File: src/rtl/core/fqmu_pkg.sv
`default_nettype none

package fqmu_pkg;

    localparam int unsigned REQUESTERS_DEF     = 16;
    localparam int unsigned LOCKS_PER_HOME_DEF = 16;
    localparam int unsigned HOMES_DEF          = 4;

    localparam int unsigned MCNT_W    = 5;
    localparam logic [4:0]  MCNT_RST  = 5'd16;

    localparam logic ACT_ACQUIRE = 1'b0;
    localparam logic ACT_RELEASE = 1'b1;

    localparam logic [1:0] ST_GRANTED  = 2'd0;
    localparam logic [1:0] ST_WAIT     = 2'd1;
    localparam logic [1:0] ST_RELEASED = 2'd2;
    localparam logic [1:0] ST_RANGE    = 2'd3;

endpackage

`default_nettype wire

File: src/rtl/core/fair_queue_mutex_unit_core.sv
`default_nettype none

// Hardware mutex unit with round-robin handoff. One request is taken per
// cycle (busy is always low). An accepted request is registered in the s1
// stage registers, then done, status and the notify outputs are registered
// from them. The receiver cannot stall, so results must be taken as they
// come. Each in-range request is a read-modify-write of one lock's waiting
// vector: the vector is read from the lock store at the accept edge,
// updated and written back on the next edge, with a bypass for
// back-to-back requests to the same lock. The lock store is cleared at reset
// through per-entry valid bits, so no clearing pass is needed. mutex_count
// may be written only while no request is in flight.
module fair_queue_mutex_unit_core #(
    parameter int unsigned REQUESTERS     = fqmu_pkg::REQUESTERS_DEF,
    parameter int unsigned LOCKS_PER_HOME = fqmu_pkg::LOCKS_PER_HOME_DEF,
    parameter int unsigned HOMES          = fqmu_pkg::HOMES_DEF
) (
    input  wire logic       clk,
    input  wire logic       rst_n,
    input  wire logic       start,
    output logic            busy,
    input  wire logic       action,
    input  wire logic [1:0] home_node,
    input  wire logic [3:0] lock_index,
    input  wire logic [3:0] requester,
    input  wire logic       cfg_wr_en,
    input  wire logic [4:0] cfg_wr_data,
    output logic            done,
    output logic [1:0]      status,
    output logic            notify_valid,
    output logic [3:0]      notify_requester
);

    localparam int unsigned DEPTH  = HOMES * LOCKS_PER_HOME;
    localparam int unsigned SLOT_W = (DEPTH > 1) ? $clog2(DEPTH) : 1;
    localparam int unsigned REQ_W  = $clog2(REQUESTERS);
    localparam int unsigned SUM_W  = REQ_W + 1;

    typedef logic [REQUESTERS-1:0] vec_t;
    typedef logic [SLOT_W-1:0]     slot_t;
    typedef logic [REQ_W-1:0]      req_t;

    logic [4:0]  mcnt_reg;
    vec_t        mem_reg [DEPTH];
    logic [DEPTH-1:0] vld_reg;

    logic        s1_valid_reg;
    logic        s1_ok_reg;
    logic        s1_action_reg;
    req_t        s1_req_reg;
    slot_t       s1_slot_reg;
    vec_t        rd_data_reg;
    logic        rd_vld_reg;
    logic        fwd_hit_reg;
    vec_t        fwd_data_reg;

    logic        accept;
    logic [31:0] lim;
    logic        ok_in;
    logic [31:0] slot_full;
    slot_t       slot_in;
    logic        hit;

    vec_t        cur;
    vec_t        mine;
    vec_t        v_next;
    logic [1:0]  status_next;
    logic        nvalid_next;
    logic [3:0]  nreq_next;
    logic [SUM_W-1:0]        shamt;
    logic [2*REQUESTERS-1:0] dbl;
    vec_t        rot;
    logic        found;
    req_t        pos;
    logic [SUM_W-1:0]        psum;
    logic [SUM_W-1:0]        pwrap;

    assign busy   = 1'b0;
    assign accept = start && !busy;

    always_comb
    begin
        lim = (32'(mcnt_reg) > 32'(LOCKS_PER_HOME)) ? 32'(LOCKS_PER_HOME) : 32'(mcnt_reg);
        ok_in = (32'(lock_index) < lim) && (32'(home_node) < HOMES)
                && (32'(requester) < REQUESTERS);
        slot_full = 32'(home_node) * 32'(LOCKS_PER_HOME) + 32'(lock_index);
        slot_in   = slot_full[SLOT_W-1:0];
        hit = s1_valid_reg && s1_ok_reg && (s1_slot_reg == slot_in);
    end

    // update of the lock's waiting vector and round-robin handoff search
    always_comb
    begin
        cur  = fwd_hit_reg ? fwd_data_reg : (rd_vld_reg ? rd_data_reg : '0);
        mine = vec_t'(1) << s1_req_reg;
        shamt = SUM_W'(s1_req_reg) + SUM_W'(1);
        v_next = cur | mine;
        status_next = fqmu_pkg::ST_GRANTED;
        nvalid_next = 1'b0;
        nreq_next   = 4'd0;
        dbl   = '0;
        rot   = '0;
        found = 1'b0;
        pos   = '0;
        psum  = '0;
        pwrap = '0;
        if (!s1_ok_reg)
        begin
            v_next      = cur;
            status_next = fqmu_pkg::ST_RANGE;
        end
        else if (s1_action_reg == fqmu_pkg::ACT_ACQUIRE)
        begin
            v_next      = cur | mine;
            status_next = ((cur & ~mine) != '0) ? fqmu_pkg::ST_WAIT : fqmu_pkg::ST_GRANTED;
        end
        else
        begin
            v_next      = cur & ~mine;
            status_next = fqmu_pkg::ST_RELEASED;
            dbl = {v_next, v_next} >> shamt;
            rot = dbl[REQUESTERS-1:0];
            for (int i = REQUESTERS - 1; i >= 0; i--)
            begin
                if (rot[i])
                begin
                    found = 1'b1;
                    pos   = req_t'(i);
                end
            end
            psum  = shamt + SUM_W'(pos);
            pwrap = (32'(psum) >= REQUESTERS) ? psum - SUM_W'(REQUESTERS) : psum;
            nvalid_next = found;
            nreq_next   = found ? 4'(pwrap) : 4'd0;
        end
    end

    always_ff @(posedge clk or negedge rst_n)
    begin
        if (!rst_n)
        begin
            mcnt_reg     <= fqmu_pkg::MCNT_RST;
            vld_reg      <= '0;
            s1_valid_reg <= 1'b0;
            fwd_hit_reg  <= 1'b0;
            done         <= 1'b0;
        end
        else
        begin
            if (cfg_wr_en)
            begin
                mcnt_reg <= cfg_wr_data;
            end
            if (s1_valid_reg && s1_ok_reg)
            begin
                vld_reg[s1_slot_reg] <= 1'b1;
            end
            s1_valid_reg <= accept;
            fwd_hit_reg  <= accept && hit;
            done         <= s1_valid_reg;
        end
    end

    always_ff @(posedge clk)
    begin
        if (s1_valid_reg && s1_ok_reg)
        begin
            mem_reg[s1_slot_reg] <= v_next;
        end
        if (accept)
        begin
            rd_data_reg   <= mem_reg[slot_in];
            rd_vld_reg    <= vld_reg[slot_in];
            s1_ok_reg     <= ok_in;
            s1_action_reg <= action;
            s1_req_reg    <= req_t'(requester);
            s1_slot_reg   <= slot_in;
        end
        fwd_data_reg <= v_next;
        if (s1_valid_reg)
        begin
            status           <= status_next;
            notify_valid     <= nvalid_next;
            notify_requester <= nreq_next;
        end
    end

`ifndef ASSERT_OFF
    a_done_follows_accept: assert property (@(posedge clk) disable iff (!rst_n)
        accept |-> ##2 done)
        else $error("result missing two edges after transfer");

    a_no_spurious_done: assert property (@(posedge clk) disable iff (!rst_n)
        !accept |-> ##2 !done)
        else $error("result without a transfer");

    a_notify_on_release: assert property (@(posedge clk) disable iff (!rst_n)
        done && notify_valid |-> status == fqmu_pkg::ST_RELEASED)
        else $error("notify on a request other than release");

    a_notify_clean: assert property (@(posedge clk) disable iff (!rst_n)
        done && !notify_valid |-> notify_requester == 4'd0)
        else $error("notify requester set without notify");

    a_fwd_from_write: assert property (@(posedge clk) disable iff (!rst_n)
        s1_valid_reg && s1_ok_reg && accept && hit |=> fwd_hit_reg && s1_valid_reg)
        else $error("bypass missed for back-to-back request to one lock");
`endif

endmodule

`default_nettype wire
File: config.mk
export PLATFORM = sky130hd
export DESIGN_NAME = fair_queue_mutex_unit_core
export DESIGN_NICKNAME = d
export VERILOG_FILES = /design/src/rtl/core/fqmu_pkg.sv /design/src/rtl/core/fair_queue_mutex_unit_core.sv
export SDC_FILE = /design/constraint.sdc
export NUM_CORES = 1
export LEC_CHECK = 0
export BUFFER_PORTS_ARGS = -buffer_cell sky130_fd_sc_hd__buf_2
export CAP_MARGIN = 20
export CORE_MARGIN = 1.5
export CORE_UTILIZATION = 40
export CTS_BUF_LIST = sky130_fd_sc_hd__clkbuf_8
export DETAILED_ROUTE_END_ITERATION = 10
export PLACE_DENSITY = 0.63
export SLEW_MARGIN = 20
export SYNTH_ARGS = -nofsm -noshare
export SYNTH_HDL_FRONTEND = slang
export SYNTH_SLANG_ARGS = --single-unit
File: constraint.sdc
create_clock -name clk -period 10.8 [get_ports clk]
set_input_delay 1.08 -clock clk [delete_from_list [all_inputs] [get_ports clk]]
set_output_delay 1.08 -clock clk [all_outputs]
set_load 0.02 [all_outputs]
==> flow_summary.toml, run 1 <==
[status]
status = "completed"

[timing]
setup_viol = 0
timing.final.crit_share = 0.444
grt_setup_unrepaired = "false"
setup_slack_ps = 6000
tightest_slew_ps = 1150
relSlewSlack = 0.235
setup_tns_ps = 0
slew_violations = 0
fin_skew_ps = 47.1
hold_violations = 0
finalCriticalPeriod_ps = 4800
max_freq_ghz = 0.208

[setup_path]
required_ps = 11480
critPathLaunch = "rd_vld_reg$_DFFE_PP_"
slowest_delay_ps = 980
path_class = "flop to flop"
crit_fanout = 20
arrival_ps = 5480
worstSetupStartpointType = "flop"
critPathSlowestCell = "edfxtp_1"
crit_path_end_kind = "flop"
crit_top_cell = "a21oi_1"
r2r_start = "rd_vld_reg$_DFFE_PP_"
crit_path_cell_trace = "nand3b_1, a32oi_1, a21boi_1, o21ai_0, o211ai_1, a21bo_2, a31oi_1, a21oi_1, ha_1, a21o_1, a21oi_1, xnor2_1, or3b_1, a21oi_1"

[finish]
final_area_sq_mm = 0.0515
syn2layout_area_growth_pct = 13.3
nets = 2314
layout-drive-gt1-share = 0.346
largest_reg_flops = 1024

[route]
vias_per_cell = 5.78
wl_per_cell_um = 29.0
totalWireLength_mm = 114
drt-initial-drc-count = 2393
via_count = 22700
drc = 0
firstDrtPassIters = 6
antenna_left = 0

[yosys]
yosys_warnings = 0
postSynthCellCount = 2098
yosys.area_share.simple = 0.0333
ys_types = 69
syn-num-nets = 2125
synth_compound_area_frac = 0.0205
synthXorXnorAreaFrac = 0.00154
syn_area_per_cell_sq_um = 21.7
yosys_register_bits = 1148
netlist_area_sq_mm = 0.0455
synthAdderAreaFrac = 0.00209
synth_edf_count = 1060
ys.flop_type = "edfxtp_1"
async_reset_ff_frac = 0.0627
synth_top_family_by_area = "multiplexers"
yosysSeqAreaShare = 0.747
post_synth_mux_area_share = 0.185

[grt]
grt_pass1_vias = 23500
grt_max_degree = 96
grt-ovfl-total = 0
grtUsageTotal = 0.198
grt_pass1_wl_mm = 164
antenna_found_initial = 12

[power]
power.net_switching_w = 0.00226
power_frac_comb = 0.087
p_leak_nw = 17.0
powerDensity_mw_per_mm2 = 184
p_int_w = 0.00723
swShare = 0.238
p_total_w = 0.00949
p_seq_frac = 0.542
clkPwrFrac = 0.371
ir_worst_vdd_mv = 0.100

[placement]
gp_congestion = 0.824
dpl.hpwl_mm = 64.0
pre_cts_ws_ps = 5830
place_area_sq_mm = 0.0481
portBuffers = 27

[clock_network]
clock_path_buffers = 3
root_buffer = "clkbuf_8"
post_cts_resized = 0
clock_latency_ps = 860
postCtsSetupBuffers = 0
cts.sinks = 1148
hold_buffers = 0
htreeDepth = 4
clk_pin_slew_worst_paths_ps = 60
cts_buffers = 179
cts_tree = "built"

[hold_path]
hp-class = "input pin to async pin"

[die]
start_util = 0.404
core_area_sq_mm = 0.113
die_x_um = 340
die_area_sq_mm = 0.116
ioPinCount = 29
dieHeight_um = 340
num_rows = 123

[flow_run]
drv_cap = 0
[per-layer routing]
metal,GRT usage,routed length (um),share of wire
met3,0.0378,8310,0.073
met2,0.326,56800,0.50
met4,0.0669,3140,0.028
met1,0.266,45800,0.40
met5,0,13,0.00011
[cells in the final DEF, fill, tap and decap left out, types with 9 or more instances in the layout]
cell type	count
clkinv_1	28
bufinv_16	10
nand3b_1	17
a21oi_1	33
nand3_1	19
or2_2	67
nor2_2	29
edfxtp_1	1060
nand2_1	51
a32oi_1	12
nor2_1	69
clkinv_2	17
dfrtp_1	71
dfxtp_1	16
mux4_2	364
a221oi_1	11
and2_1	10
buf_2	22
clkbuf_8	186
inv_1	75
mux2i_4	9
buf_4	94
[critical path, delay by kind of cell (launching register included)]
| kind | cells | cell delay (ps) |
|---|---|---|
| compound gates | 10 | 2440 |
| xor+xnor | 1 | 100 |
| fa+ha+maj | 1 | 290 |
| flops | 1 | 980 |
| simple gates | 2 | 810 |
[synth_stat cells (3+ instances only)]
library cell	count	area, sq um
and2_1	10	62.6
nand4_1	5	31.3
a211oi_1	4	30.0
edfxtp_1	1060	31800
or2_2	67	419
nor3_1	6	30.0
a21o_1	6	45.0
mux2_2	6	67.6
a221oi_1	11	96.3
nand2b_1	6	37.5
xnor2_1	5	43.8
xor2_1	3	26.3
clkbuf_1	63	236
o21ai_0	8	40.0
ha_1	6	75.1
a32oi_1	12	105
nand3b_1	17	128
o31ai_1	3	22.5
nor2_1	101	379
buf_2	10	50.1
dfrtp_1	71	1780
dfxtp_1	16	320
a21oi_1	38	190
buf_1	35	131
o211ai_1	3	22.5
inv_1	5	18.8
a2111oi_0	3	26.3
nand3_1	19	95.1
and3_1	5	31.3
a22oi_1	3	22.5
nand2_1	51	191
mux4_2	364	8200
mux2i_1	16	160
a21boi_0	8	60.1
[worst paths after layout]
kind | end | slack (ps) | cells after the start
setup / recovery | notify_requester[3]$_SDFFCE_PN0P_ | 6000 | 14
hold / removal | mcnt_reg[2]$_DFFE_PN0P_ | 280 | 1
setup reg to reg | notify_requester[3]$_SDFFCE_PN0P_ | 6000 | 14
hold reg to reg | vld_reg[22]$_DFFE_PN0P_ | 460 | 1
max in group asynchronous | vld_reg[3]$_DFFE_PN0P_ | 9950 | 1
min in group clk | s1_req_reg[1]$_DFFE_PP_ | 410 | 1
[layout make-up]
type | instances | area [sq um]
fill | 9377 | 61100
timing repair buffer | 120 | 877
sequential | 1148 | 34000
inverter | 8 | 30.0
antenna | 4 | 10.0
tap | 1500 | 1880
clock inverter | 136 | 886
clock buffer | 186 | 2560
multi-input combinational | 830 | 11300
[power groups by stage]
stage          Combinational (W)  Sequential, W  Clock (W)
3_3_place_gp            0.000805        0.00523          0
6_report                0.000827        0.00515    0.00352
5_1_grt                 0.000884        0.00515    0.00377
2_1_floorplan           0.000527        0.00522          0
3_5_place_dp            0.000831        0.00524          0
4_1_cts                 0.000834        0.00514    0.00359
[cell families after synthesis]
group | after synthesis
compound gates | 127
xor+xnor | 8
fa+ha+maj | 7
buf+inv | 120
flops | 1148
mux | 386
other cells | 1
simple gates | 301
[through the flow]
step                      utilization  hold WS, ps  std cells
after detailed placement        0.427          448       3606
after CTS                       0.457          345       3928
after floorplan                     -          434       2098
after global routing            0.457          291       3930
after global placement          0.426          445       3606
final                           0.457          281       3932
(Power assumes the default switching activity.)
==> run 2, diff against run 1 <==
--- a/config.mk
+++ b/config.mk
@@ -5,13 +5,14 @@
 export SDC_FILE = /design/constraint.sdc
 export NUM_CORES = 1
 export LEC_CHECK = 0
+export ABC_AREA = 1
 export BUFFER_PORTS_ARGS = -buffer_cell sky130_fd_sc_hd__buf_2
 export CAP_MARGIN = 20
 export CORE_MARGIN = 1.5
 export CORE_UTILIZATION = 40
 export CTS_BUF_LIST = sky130_fd_sc_hd__clkbuf_8
 export DETAILED_ROUTE_END_ITERATION = 10
-export PLACE_DENSITY = 0.63
+export PLACE_DENSITY = 0.65
 export SLEW_MARGIN = 20
 export SYNTH_ARGS = -nofsm -noshare
 export SYNTH_HDL_FRONTEND = slang
==> constraint.sdc (replaced) <==
create_clock -name clk -period 4 [get_ports clk]
set_input_delay 0.4 -clock clk [delete_from_list [all_inputs] [get_ports clk]]
set_output_delay 0.4 -clock clk [all_outputs]
set_load 0.02 [all_outputs]
==> run 2 against run 1 <==
The run now ends with design-rule violations left. Sequential power grew to 2.7 times the previous value. Via count rose by 37%. Largest cell class unchanged. Sequential share of layout area shrank 0.86 points. Register-to-register slack got worse by 5500 ps. Wire length is 12% higher. Utilization down 0.20 points.
==> flow_summary.toml, run 2 <==
[status]
status = "finished, violations left"
violations = "design-rule violations"

[yosys]
syn-num-nets = 3774
syn_area_per_cell_sq_um = 12.4
ys_top_cells_by_area = "edfxtp_1 69%, o21ai_0 7.8%, nor2_1 6.2%"
synth_edf_count = 1060
synthXorXnorAreaFrac = 0.000944
yosys_register_bits = 1148
synth_compound_area_frac = 0.134
ys.flop_type = "edfxtp_1"
netlist_area_sq_mm = 0.0464
synth_top_family_by_area = "compound AO/OA/AOI/OAI gates"
yosys_warnings = 0
post_synth_mux_area_share = 0.000971
synth_most_common_cell = "edfxtp_1"
yosys.area_share.simple = 0.0983
yosysTopAreaCell = "edfxtp_1"
async_reset_ff_frac = 0.0627
synth_top_cells_by_count = "1060 x edfxtp_1, 771 x nor2_1, 721 x o21ai_0"
postSynthCellCount = 3747
ys_types = 52
yosysSeqAreaShare = 0.732
yosys.area.top_type_share = 0.686
synthAdderAreaFrac = 0.00205

[placement]
place_area_sq_mm = 0.0488
gp_congestion = 0.878
portBuffers = 27
dpl.hpwl_mm = 72.7

[finish]
final_area_sq_mm = 0.0522
largest_reg_flops = 1024
layout-drive-gt1-share = 0.122
final_common_cell = "edfxtp_1"
syn2layout_area_growth_pct = 12.5
final_cell_mix = "1060 x edfxtp_1, 771 x nor2_1, 721 x o21ai_0"
nets = 3883

[setup_path]
crit_fanout = 21
r2r_slack_ps = 510
crit_path_end_kind = "flop"
r2r_cells = 25
r2r_start = "s1_req_reg[0]$_DFFE_PP_"
worstSetupStartpointType = "flop"
path_class = "flop to flop"
critical_path.reg2reg.endpoint = "notify_requester[2]$_SDFFCE_PN0P_"
arrival_ps = 4100
required_ps = 4620

[grt]
grtUsageTotal = 0.216
grt-ovfl-total = 0
antenna_found_initial = 5
grt_pass1_vias = 29900
grt_pass1_wl_mm = 190
grt_max_degree = 146

[route]
antenna_left = 0
via_count = 31300
wl_per_cell_um = 23.2
drc = 1
vias_per_cell = 5.68
totalWireLength_mm = 128
firstDrtPassIters = 10
drt-initial-drc-count = 3573

[clock_network]
cts_tree = "built"
clock_path_buffers = 3
clock_latency_ps = 840
cts_buffers = 177
htreeDepth = 4
root_buffer = "clkbuf_8"
clk_pin_slew_worst_paths_ps = 70
cts.sinks = 1148

[die]
num_rows = 124
dieHeight_um = 344
die_x_um = 344
die_area_sq_mm = 0.118
core_area_sq_mm = 0.115
start_util = 0.405
ioPinCount = 29

[hold_path]
hp-class = "input pin to flop"
hold-path-endpoint = "s1_slot_reg[5]$_DFFE_PP_"
whs_path_depth = 1
worstHoldStart = "home_node[1]"

[flow_run]
drv_cap = 0

[timing]
setup_tns_ps = 0
max_freq_ghz = 0.287
finalCriticalPeriod_ps = 3490
hold_violations = 0
slew_violations = 0
fin_skew_ps = 36.6
relSlewSlack = 0.243
timing.final.crit_share = 0.872
tightest_slew_ps = 1130
setup_viol = 0
grt_setup_unrepaired = "false"

[power]
ir_worst_vdd_mv = 0.322
p_leak_nw = 17.7
powerDensity_mw_per_mm2 = 478
p_total_w = 0.0250
-- run 2: changes by cell type after synthesis, moves of 24 or more --
cell / delta
clkbuf_1: +147
nand3_1: +123
mux4_2: -364
o221ai_1: +34
nand2_1: +90
or2_2: -33
buf_2: +24
o21ai_0: +713
inv_1: +62
nor2_1: +670
o22ai_1: +274
-- run 2: cells by family (layout without fill, tap and decap cells) --
family                   count (synthesis)  in the layout
flip-flops                            1148           1148
AND/OR/NAND/NOR                       1115           1115
AO/OA/AOI/OAI                         1113           1113
buffers and inverters                  354            602
adder cells (fa/ha/maj)                  7              7
XOR/XNOR                                 5              5
multiplexers                             4              4
other                                    1              2
-- run 2: how the worst max path moves through the flow --
stage / from / to / slack [ps] / cells past startpoint
2_1_floorplan: fwd_hit_reg$_DFF_PN0_ / notify_requester[2]$_SDFFCE_PN0P_ / 1090 / 28
3_3_place_gp: s1_req_reg[0]$_DFFE_PP_ / notify_requester[3]$_SDFFCE_PN0P_ / 530 / 22
3_5_place_dp: s1_req_reg[0]$_DFFE_PP_ / notify_requester[3]$_SDFFCE_PN0P_ / 560 / 22
4_1_cts: s1_req_reg[0]$_DFFE_PP_ / notify_requester[3]$_SDFFCE_PN0P_ / 550 / 22
5_1_grt: s1_req_reg[0]$_DFFE_PP_ / notify_requester[2]$_SDFFCE_PN0P_ / 100 / 24
6_report: s1_req_reg[0]$_DFFE_PP_ / notify_requester[2]$_SDFFCE_PN0P_ / 510 / 25
-- run 2: stage by stage --
step,cells,utilization,hold WS (ps),worst slack [ps]
CTS,5507,0.455,5.26,548
floorplan,3747,-,104,1090
finish,5508,0.455,70.1,514
detailed placement,5171,0.426,442,562
global route,5508,0.455,31.7,97.9
global placement,5171,0.426,437,533
-- run 2: report_power, final --
group | switching (W) | internal, W | total (W)
registers | 0.000108 | 0.0136 | 0.0137
clock network | 0.00455 | 0.00444 | 0.00899
logic | 0.00168 | 0.000620 | 0.00230
total | 0.00634 | 0.0186 | 0.0250
-- run 2: area by class of cell --
cell class,instances,area [sq um]
fill,10100,62500
sequential,1148,34000
multi-input combinational,2245,11000
clock buffer,185,2550
tap,1512,1890
timing repair buffer,206,1830
clock inverter,133,674
inverter,78,318
antenna,1,2.50
-- run 2: routing by layer --
metal  GRT usage  vias to the layer above  wire length (um)
met3      0.0397                      241             11100
met1       0.294                    15500             52400
met2       0.346                     1413             60500
li1            -                    14100                 -
met5           0                        -                 0
met4      0.0768                        0              3970
-- run 2: critical path, stage by stage, from the launching register on --
cell and delay (ps):
edfxtp_1 730, inv_4 230, nand4_2 150, nand3_1 110, nand3_1 150, nand3_1 150
nand2_1 100, nand2_1 60, nand2_1 70, nand2_1 50, nand2_1 50, nand2_1 50
nand2_1 50, nand2_1 40, nand2_1 50, nand2_1 40, nand2_1 50, nand2_1 50
nand2_1 60, nand2_1 50, nand2_1 60, nand2_1 50, ha_1 200, fa_1 420
xor2_1 190, nor2_2 50
-- run 2: what timing repair did --
item	CTS	global route
hold endpoints to repair	59	0
buffers inserted	0	0
gates resized for setup	0	0
hold buffers	18	0
